**src/hw/rtl/mbps_pkg.sv**
```systemverilog
// Shared types and constants for the masked byte pattern search block.
// Depends on nothing; every other file of the block refers to it by scoped names.
package mbps_pkg;

  localparam int unsigned PAT_BYTES = 32;
  localparam int unsigned ADDR_W    = 6;
  localparam int unsigned DATA_W    = 64;
  localparam int unsigned LEN_W     = 6;
  localparam int unsigned CNT_CMP_W = 8;

  // Register index, taken from paddr[5:3] (registers sit on 8-byte steps).
  typedef enum logic [2:0] {
    REG_PATTERN0 = 3'd0,
    REG_PATTERN1 = 3'd1,
    REG_PATTERN2 = 3'd2,
    REG_PATTERN3 = 3'd3,
    REG_CARE     = 3'd4,
    REG_LENGTH   = 3'd5
  } reg_idx_t;

  // Pattern byte i lives in pattern[i], so the packed array equals
  // {pattern_word3, pattern_word2, pattern_word1, pattern_word0}.
  typedef struct packed {
    logic [PAT_BYTES-1:0][7:0] pattern;
    logic [PAT_BYTES-1:0]      care;
    logic [LEN_W-1:0]          length;
  } cfg_t;

  // Control of the window stage as seen by the matcher.
  typedef struct packed {
    logic valid;
    logic last;
  } stage_ctl_t;

endpackage

```
**src/hw/rtl/mbps_cfg_regs.sv**
```systemverilog
// Configuration register file with an APB-style slave port.
// Depends on mbps_pkg for the register index codes and the configuration struct.
module mbps_cfg_regs (
  input  logic                         clk,
  input  logic                         rst,
  input  logic                         psel,
  input  logic                         penable,
  input  logic                         pwrite,
  input  logic [mbps_pkg::ADDR_W-1:0]  paddr,
  input  logic [mbps_pkg::DATA_W-1:0]  pwdata,
  output logic [mbps_pkg::DATA_W-1:0]  prdata,
  output logic                         pready,
  output mbps_pkg::cfg_t               cfg
);

  mbps_pkg::reg_idx_t idx;
  logic               wr_en;

  assign idx    = mbps_pkg::reg_idx_t'(paddr[5:3]);
  assign wr_en  = psel & penable & pwrite;
  assign pready = 1'b1;

  always_ff @(posedge clk) begin
    if (rst) begin
      cfg <= '0;
    end else if (wr_en) begin
      unique case (idx)
        mbps_pkg::REG_PATTERN0: cfg.pattern[7:0]   <= pwdata;
        mbps_pkg::REG_PATTERN1: cfg.pattern[15:8]  <= pwdata;
        mbps_pkg::REG_PATTERN2: cfg.pattern[23:16] <= pwdata;
        mbps_pkg::REG_PATTERN3: cfg.pattern[31:24] <= pwdata;
        mbps_pkg::REG_CARE:     cfg.care           <= pwdata[31:0];
        mbps_pkg::REG_LENGTH:   cfg.length         <= pwdata[mbps_pkg::LEN_W-1:0];
        default: ;
      endcase
    end
  end

  always_comb begin
    unique case (idx)
      mbps_pkg::REG_PATTERN0: prdata = cfg.pattern[7:0];
      mbps_pkg::REG_PATTERN1: prdata = cfg.pattern[15:8];
      mbps_pkg::REG_PATTERN2: prdata = cfg.pattern[23:16];
      mbps_pkg::REG_PATTERN3: prdata = cfg.pattern[31:24];
      mbps_pkg::REG_CARE:     prdata = mbps_pkg::DATA_W'(cfg.care);
      mbps_pkg::REG_LENGTH:   prdata = mbps_pkg::DATA_W'(cfg.length);
      default:                prdata = '0;
    endcase
  end

endmodule

```
**src/hw/rtl/mbps_window.sv**
```systemverilog
// Input stage: sliding byte window, byte count and buffer position registers.
// Depends on mbps_pkg for the stage control struct.
module mbps_window #(
  parameter int unsigned MAX_PATTERN_BYTES = 32,
  parameter int unsigned OFFSET_BITS       = 32
) (
  input  logic                                  clk,
  input  logic                                  rst,
  input  logic                                  in_valid,
  output logic                                  in_ready,
  input  logic [7:0]                            data_byte,
  input  logic                                  last_byte,
  input  logic                                  take,
  output mbps_pkg::stage_ctl_t                  ctl,
  output logic [MAX_PATTERN_BYTES-1:0][7:0]     win,
  output logic [$clog2(MAX_PATTERN_BYTES+1)-1:0] seen,
  output logic [OFFSET_BITS-1:0]                pos
);

  localparam int unsigned SEEN_W = $clog2(MAX_PATTERN_BYTES + 1);
  localparam logic [SEEN_W-1:0]      SEEN_TOP = SEEN_W'(MAX_PATTERN_BYTES);
  localparam logic [OFFSET_BITS-1:0] POS_TOP  = '1;

  logic                              accept;
  logic [MAX_PATTERN_BYTES-1:0][7:0] win_next;
  logic [SEEN_W-1:0]                 seen_next;
  logic [OFFSET_BITS-1:0]            pos_next;

  // The registers hold the item now in the stage. When that item closed a
  // buffer, the next item starts from a cleared window, count and position.
  assign in_ready = ~ctl.valid | take;
  assign accept   = in_valid & in_ready;

  always_comb begin
    win_next[0] = data_byte;
    for (int k = 1; k < int'(MAX_PATTERN_BYTES); k++) begin
      win_next[k] = ctl.last ? 8'h00 : win[k-1];
    end
    if (ctl.last) begin
      seen_next = SEEN_W'(1);
      pos_next  = '0;
    end else begin
      seen_next = (seen == SEEN_TOP) ? seen : seen + SEEN_W'(1);
      pos_next  = (pos == POS_TOP) ? pos : pos + OFFSET_BITS'(1);
    end
  end

  always_ff @(posedge clk) begin
    if (rst) begin
      ctl.valid <= 1'b0;
      ctl.last  <= 1'b1;
    end else if (accept) begin
      ctl.valid <= 1'b1;
      ctl.last  <= last_byte;
    end else if (take) begin
      ctl.valid <= 1'b0;
    end
  end

  always_ff @(posedge clk) begin
    if (accept) begin
      win  <= win_next;
      seen <= seen_next;
      pos  <= pos_next;
    end
  end

endmodule

```
**src/hw/rtl/mbps_matcher.sv**
```systemverilog
// Masked window compare, start offset arithmetic and the result register.
// Depends on mbps_pkg for the configuration and stage control structs.
module mbps_matcher #(
  parameter int unsigned MAX_PATTERN_BYTES = 32,
  parameter int unsigned OFFSET_BITS       = 32
) (
  input  logic                                   clk,
  input  logic                                   rst,
  input  mbps_pkg::cfg_t                         cfg,
  input  mbps_pkg::stage_ctl_t                   ctl,
  input  logic [MAX_PATTERN_BYTES-1:0][7:0]      win,
  input  logic [$clog2(MAX_PATTERN_BYTES+1)-1:0] seen,
  input  logic [OFFSET_BITS-1:0]                 pos,
  output logic                                   take,
  output logic                                   out_valid,
  input  logic                                   out_ready,
  output logic                                   match_found,
  output logic [31:0]                            match_offset,
  output logic                                   buffer_done
);

  localparam int unsigned NB     = mbps_pkg::PAT_BYTES;
  localparam int unsigned CMP_W  = mbps_pkg::CNT_CMP_W;
  localparam int unsigned LIMIT  = (MAX_PATTERN_BYTES < NB) ? MAX_PATTERN_BYTES : NB;
  localparam logic [OFFSET_BITS-1:0] POS_TOP = '1;

  logic [NB-1:0][7:0]          w32;
  logic [NB-1:0]               mism;
  logic                        len_ok;
  logic                        seen_ok;
  logic                        hit;
  logic [OFFSET_BITS-1:0]      len_m1;
  logic [OFFSET_BITS-1:0]      offset;
  logic [OFFSET_BITS+31:0]     offset_ext;

  // Window entries beyond the configured depth read as zero; they are never
  // compared because the length check rejects such patterns.
  for (genvar k = 0; k < NB; k++) begin : g_w32
    if (k < MAX_PATTERN_BYTES) begin : g_in
      assign w32[k] = win[k];
    end else begin : g_out
      assign w32[k] = 8'h00;
    end
  end

  // Pattern byte i lines up with window entry len-1-i (entry 0 is newest).
  always_comb begin
    logic [4:0] idx;
    for (int i = 0; i < int'(NB); i++) begin
      idx     = cfg.length[4:0] - 5'd1 - 5'(i);
      mism[i] = (6'(i) < cfg.length) && cfg.care[i] && (w32[idx] != cfg.pattern[i]);
    end
  end

  assign len_ok  = (cfg.length != '0) && ({1'b0, cfg.length} <= 7'(LIMIT));
  assign seen_ok = CMP_W'(seen) >= CMP_W'(cfg.length);
  assign hit     = len_ok & seen_ok & ~(|mism);
  assign len_m1  = OFFSET_BITS'(cfg.length) - OFFSET_BITS'(1);

  always_comb begin
    if (!hit) begin
      offset = '0;
    end else if (pos == POS_TOP) begin
      offset = POS_TOP;
    end else if (pos >= len_m1) begin
      offset = pos - len_m1;
    end else begin
      offset = '0;
    end
  end

  assign offset_ext = {32'd0, offset};
  assign take       = ~out_valid | out_ready;

  always_ff @(posedge clk) begin
    if (rst) begin
      out_valid <= 1'b0;
    end else if (take) begin
      out_valid <= ctl.valid;
    end
  end

  always_ff @(posedge clk) begin
    if (take && ctl.valid) begin
      match_found  <= hit;
      match_offset <= offset_ext[31:0];
      buffer_done  <= ctl.last;
    end
  end

endmodule

```
**src/hw/rtl/masked_byte_pattern_search_top.sv**
```systemverilog
// Top level of the masked byte pattern search: register file, window stage, matcher.
// Depends on mbps_pkg, mbps_cfg_regs, mbps_window and mbps_matcher.
//
//  Channel  | Handshake            | Payload
//  ---------+----------------------+-------------------------------------------
//  config   | psel/penable/pready  | pwrite, paddr, pwdata, prdata (64 bits)
//  input    | in_valid/in_ready    | data_byte, last_byte
//  result   | out_valid/out_ready  | match_found, match_offset, buffer_done
//
// Every request gives exactly one result. A request accepted at the input is
// held in the window stage and is loaded into the result register once that
// register is free or being read; out_valid rises with that load. The masked compare
// of up to 32 window bytes and the offset subtract sit between those two
// registers, so one byte is taken on every clock while the result side keeps up.
// When the result register is full and not taken, the window stage holds its
// request and in_ready drops; nothing is lost or repeated under stalls.
// Reset is synchronous; it clears the configuration and the valid flags and sets
// the last flag, so the first byte after reset starts a fresh buffer. Configuration
// is meant to change only while no request is in flight.
module masked_byte_pattern_search_top #(
  parameter int unsigned MAX_PATTERN_BYTES = 32,
  parameter int unsigned OFFSET_BITS       = 32
) (
  input  logic                        clk,
  input  logic                        rst,
  input  logic                        psel,
  input  logic                        penable,
  input  logic                        pwrite,
  input  logic [mbps_pkg::ADDR_W-1:0] paddr,
  input  logic [mbps_pkg::DATA_W-1:0] pwdata,
  output logic [mbps_pkg::DATA_W-1:0] prdata,
  output logic                        pready,
  input  logic                        in_valid,
  output logic                        in_ready,
  input  logic [7:0]                  data_byte,
  input  logic                        last_byte,
  output logic                        out_valid,
  input  logic                        out_ready,
  output logic                        match_found,
  output logic [31:0]                 match_offset,
  output logic                        buffer_done
);

  localparam int unsigned SEEN_W = $clog2(MAX_PATTERN_BYTES + 1);

  mbps_pkg::cfg_t                    cfg;
  mbps_pkg::stage_ctl_t              ctl;
  logic [MAX_PATTERN_BYTES-1:0][7:0] win;
  logic [SEEN_W-1:0]                 seen;
  logic [OFFSET_BITS-1:0]            pos;
  logic                              take;

  // Configuration registers on the APB-style port.
  mbps_cfg_regs u_cfg (
    .clk     (clk),
    .rst     (rst),
    .psel    (psel),
    .penable (penable),
    .pwrite  (pwrite),
    .paddr   (paddr),
    .pwdata  (pwdata),
    .prdata  (prdata),
    .pready  (pready),
    .cfg     (cfg)
  );

  // Window stage: shifts each accepted byte in and tracks count and offset.
  mbps_window #(
    .MAX_PATTERN_BYTES (MAX_PATTERN_BYTES),
    .OFFSET_BITS       (OFFSET_BITS)
  ) u_window (
    .clk       (clk),
    .rst       (rst),
    .in_valid  (in_valid),
    .in_ready  (in_ready),
    .data_byte (data_byte),
    .last_byte (last_byte),
    .take      (take),
    .ctl       (ctl),
    .win       (win),
    .seen      (seen),
    .pos       (pos)
  );

  // Matcher: compare against the pattern and register the result.
  mbps_matcher #(
    .MAX_PATTERN_BYTES (MAX_PATTERN_BYTES),
    .OFFSET_BITS       (OFFSET_BITS)
  ) u_matcher (
    .clk          (clk),
    .rst          (rst),
    .cfg          (cfg),
    .ctl          (ctl),
    .win          (win),
    .seen         (seen),
    .pos          (pos),
    .take         (take),
    .out_valid    (out_valid),
    .out_ready    (out_ready),
    .match_found  (match_found),
    .match_offset (match_offset),
    .buffer_done  (buffer_done)
  );

  // An accepted request always occupies the window stage on the next cycle.
  a_accept_fills_stage: assert property (@(posedge clk) disable iff (rst)
    in_valid && in_ready |=> ctl.valid)
    else $error("accepted request did not reach the window stage");

  // Input back-pressure only comes from a full window stage.
  a_ready_only_when_free: assert property (@(posedge clk) disable iff (rst)
    !in_ready |-> ctl.valid && !take)
    else $error("in_ready low while the window stage could move");

  // A result without a match always carries a zero offset.
  a_no_match_zero_offset: assert property (@(posedge clk) disable iff (rst)
    out_valid && !match_found |-> match_offset == 32'd0)
    else $error("nonzero offset on a result without a match");

  // A zero pattern length never yields a match.
  a_zero_length_no_match: assert property (@(posedge clk) disable iff (rst)
    out_valid && cfg.length == '0 |-> !match_found)
    else $error("match reported with a zero pattern length");

endmodule

```
**config.mk**
```make
export PLATFORM = sky130hd
export DESIGN_NAME = masked_byte_pattern_search_top
export DESIGN_NICKNAME = d
export VERILOG_FILES = /design/src/hw/rtl/mbps_pkg.sv /design/src/hw/rtl/mbps_cfg_regs.sv /design/src/hw/rtl/mbps_window.sv /design/src/hw/rtl/mbps_matcher.sv /design/src/hw/rtl/masked_byte_pattern_search_top.sv
export SDC_FILE = /design/constraint.sdc
export NUM_CORES = 2
export LEC_CHECK = 0
export BUFFER_PORTS_ARGS = -buffer_cell sky130_fd_sc_hd__buf_2
export CAP_MARGIN = 20
export CORE_ASPECT_RATIO = 0.5
export CORE_UTILIZATION = 50
export CTS_BUF_LIST = sky130_fd_sc_hd__clkbuf_4
export DETAILED_ROUTE_END_ITERATION = 10
export PLACE_DENSITY = 0.77
export SYNTH_ARGS = -nofsm -noshare
export SYNTH_HDL_FRONTEND = slang
export SYNTH_HIERARCHICAL = 1
export SYNTH_SLANG_ARGS = --single-unit
```
**constraint.sdc**
```tcl
create_clock -name clk -period 6.9 [get_ports clk]
set_clock_uncertainty 0.05 [all_clocks]
set_input_delay 0.345 -clock clk [delete_from_list [all_inputs] [get_ports clk]]
set_output_delay 0.345 -clock clk [all_outputs]
set_load 0.01 [all_outputs]
```
==> summary.txt <==
Synthesis
  – Average instance area after synthesis: about 11 um^2
  – Synth unique cells: 103
  – Post-synth EDFFs: 328
  – Cell count after synthesis: ~4700
  – YS warnings: 6
  – Seq/Total Area, Yosys: between 30% and 40%
  – FF+latch count, synth: 625
  – Asr flop ratio synth: 0%
  – Synth Net Count: approximately 4800
  – Ys flop type: edfxtp_1
  – Synthesized cell area: just under 0.05 mm^2

Timing
  – Total negative slack: 0 ns
  – RSZ-0062 raised after global routing: no
  – Min Clock Period, post-route: ~6.8 ns
  – Slew Limit Fails: 0
  – Setup Viol. Count Final: 0
  – Slew headroom: a little over an eighth
  – Tcrit/Tclk final: 97.94%
  – Hold Worst Slack: a little under 0.1 ns
  – Hold Vio Cnt, Final: 0
  – Worst Tran Pin Value: 1.265 ns
  – F_max: 0.1480 GHz

Setup path
  – Crit path launch type: flop
  – Critical path startpoint: u_cfg/cfg[0]
  – CP Capture Point: u_matcher/match_offset[28]
  – Slowest cell on the critical path: a2111oi_0
  – CP Class: reg -> reg
  – Maximum fanout along the worst path: 42
  – RR Endpoint: u_matcher/match_offset[28]
  – CP Cell Sequence: inv_6 > ha_4 > buf_4 > mux2i_1 > mux2i_1 > a2111oi_0 > a2111oi_0 > xor2_1 > nor4_1 > a21boi_1 > a2111oi_2 > o2111ai_1 > nor4_2 > nand4_2 > buf_12 > a21oi_1
  – Worst EP required: 7.83 ns
  – Reg2reg setup slack: approximately 0.14 ns
  – CP Data Arrival Time: 7.69 ns
  – Reg2reg start: u_cfg/cfg[0]
  – Reg2reg path depth: 16
  – Slowest stage delay, CP: between 1 and 1.5 ns
  – Worst Setup End Kind: flop

Route
  – Wire length per cell: approximately 31 um
  – Via count: approximately 43000
  – WL final: a little over 200000 um
  – Vias per cell: approximately 6.7
  – DR pass1 iterations: 9
  – Antenna-violating nets left: 0
  – Drc violations: 0
  – Detailed Route Iter0 Violations: between 7000 and 8000

CTS
  – Clock Root Buffer: clkbuf_4
  – Htree depth: 4
  – Clk Latency, worst-skew pair: ~1.2 ns
  – Reg clk slew, reported paths: 0.07 ns
  – Num CTS Buffers: 154
  – Post-CTS setup buffer count: 0
  – TritonCTS Sinks: ~630
  – Max Root-Sink Buffers: 3
  – CTS tree: built

Global routing
  – Number of global-route vias before repair: between 30000 and 40000
  – Grt ovf: 0
  – First-pass GRT wire length: around 280000 um
  – Pin count of the biggest net entering global routing: ~240
  – Total GRT Usage: around 40%
  – Initial antenna violation count: 11

Run
  – Number of max-cap violations: 0

Place
  – DP HPWL: 150600 um
  – Port Buffer Count: 182
  – Gpl congestion: ~1.1

Floorplanning
  – Core box area: a little under 0.1 mm^2
  – Initial Utilization: 51.09%
  – I/O pin total: approximately 190
  – Die Height: between 200 and 250 um
  – Die X: 446.1 um
  – Die outline area: roughly 0.1 mm^2
  – Cell Rows: 80

Power
  – Worst VDD drop: 0.1476 mV
  – Sequential Power Share: a little over two fifths
  – Switch Pwr: between 3 and 4 mW
  – Leak: 21.33 nW
  – Internal Power: roughly 6.4 mW
  – Pwr dens: 174.5 mW/mm^2
  – Logic gate share of total power: 21.7%
  – Switching Share: approximately a third
  – Clock Power Share: roughly a third

Cells and area
  – Layout cells sized above 1: roughly 19%
  – Nets: 5114
  – Synthesis-to-layout area growth: 12.02%

Hold path
  – Hold/Removal Path Class: in -> reg

Status
  – Outcome: finished clean
-- flip-flops by register name (all words and copies together) (netlist names) --
register / count
u_matcher/out_valid: 1
u_window/seen: 6
u_matcher/match_offset: 32
u_window/pos: 32
u_window/ctl: 2
u_cfg/cfg: 294
u_matcher/buffer_done: 1
u_window/win: 256
u_matcher/match_found: 1
-- kinds of logic after synthesis --
kind of cell	share of synthesized area, %
adder cells (fa/ha/maj)	1.249
AND/OR/NAND/NOR	14.96
buffers and inverters	4.183
other	0.007607
AO/OA/AOI/OAI	9.015
multiplexers	29.43
flip-flops	32.04
XOR/XNOR	9.111
-- power by group through the flow --
stage	sequential [mW]	combinational, mW	clock (mW)
2_1_floorplan	4.23	1.24	0
3_3_place_gp	4.26	1.86	0
3_5_place_dp	4.28	1.89	0
4_1_cts	4.19	1.98	3.38
5_1_grt	4.21	2.14	3.56
6_report	4.20	2.09	3.35
-- layout by cell type, fill, tap and decap left out, types with 108 or more instances in the layout --
| master | count |
|---|---|
| mux4_2 | 263 |
| clkbuf_4 | 222 |
| nor2b_1 | 263 |
| edfxtp_1 | 328 |
| nand2b_1 | 300 |
| o21ai_0 | 180 |
| mux2i_1 | 733 |
| dlygate4sd3_1 | 199 |
| xor2_1 | 238 |
| dfxtp_1 | 294 |
| buf_2 | 179 |
| nand2_1 | 142 |
| nand3_1 | 145 |
| mux2_2 | 108 |
| xnor2_1 | 250 |
| buf_4 | 113 |
| nor2_1 | 122 |
| a21oi_1 | 210 |
-- through the flow --
step	power, mW	utilization [%]	instances	instance area [um^2]	setup WS (ns)
5_1_grt	9.918	57.21	6420	55200	0.2146
4_1_cts	9.552	57.07	6406	55060	0.4602
6_report	9.638	57.23	6428	55220	0.1423
3_3_place_gp	6.129	52.93	5929	51080	0.6083
2_1_floorplan	5.476	-	4675	49300	0.3317
3_5_place_dp	6.165	52.93	5929	51080	0.5074
-- critical path: cells and delay by family, from the launching register on --
family / cells / cell delay, ns
AOI/OAI and AO/OA: 6 / 2.36
adders and majority gates: 1 / 0.35
DFF: 1 / 0.37
and+or+nand+nor: 3 / 1.10
muxes: 2 / 1.12
buffers and inverters: 3 / 0.99
xor gates and xnor gates: 1 / 0.19
-- how the worst min path moves through the flow --
stage | startpoint | to | depth (start not counted)
global placement | u_window/ctl[1] | u_matcher/out_valid | 2
global route | pwdata[62] | u_cfg/cfg[164] | 4
CTS | pwdata[4] | u_cfg/cfg[170] | 4
finish | pwdata[4] | u_cfg/cfg[234] | 4
floorplan | u_window/ctl[0] | u_matcher/buffer_done | 0
detailed placement | u_window/ctl[1] | u_matcher/out_valid | 2
-- metal layers --
| metal | track usage (%) | wire length [um] | part of all wire (%) |
|---|---|---|---|
| met1 | 56.29 | 83410 | 41 |
| met2 | 51.62 | 78160 | 39 |
| met3 | 18.87 | 34160 | 17 |
| met4 | 12.68 | 6301 | 3.1 |
| met5 | 0 | 41 | 0.020 |
-- cell type report --
class,instances,area (um^2)
flip-flops and latches,625,15810
diodes,13,32.53
fillers,8281,41270
inverters,51,203.9
well taps,1312,1642
multi-input cells,3645,31560
clock buffers,222,1667
clock inverters,56,329.1
repair buffers,504,3984
-- cell usage after synthesis (6+ instances only) --
library cell,instances,area share (%)
mux2i_1,734,15
edfxtp_1,328,20
nand2b_1,301,3.8
dfxtp_1,297,12
nor2b_1,264,3.4
mux4_2,263,12
xnor2_1,254,4.5
xor2_1,238,4.2
a21oi_1,210,2.1
o21ai_0,181,1.8
clkbuf_1,150,1.1
nand3_1,145,1.5
nand2_1,142,1.1
nor2_1,122,0.93
buf_2,116,1.2
mux2_2,108,2.5
nand4_1,68,0.86
nor4_1,68,0.86
and2_1,47,0.60
ha_1,46,1.2
inv_1,44,0.34
a211oi_1,42,0.64
buf_4,41,0.62
nor3_1,36,0.37
a21o_1,29,0.44
a22oi_1,29,0.44
o211a_1,28,0.57
or3_1,25,0.32
buf_6,23,0.53
o211ai_1,23,0.35
o221ai_1,22,0.39
o22ai_1,21,0.27
and3_1,19,0.24
buf_1,17,0.13
or4_1,14,0.21
a2111oi_0,12,0.21
o31ai_1,12,0.18
a31oi_1,9,0.11
and4_1,8,0.14
o2111ai_1,7,0.12
a21oi_2,6,0.11
buf_8,6,0.18
o21a_1,6,0.091
-- timing repair --
item,in CTS,in global routing
hold buffers,199,0
setup endpoints to repair,0,13
endpoints found under the hold margin,377,0
resized for setup,0,1
No activity file was read; power rests on OpenSTA's default activity.
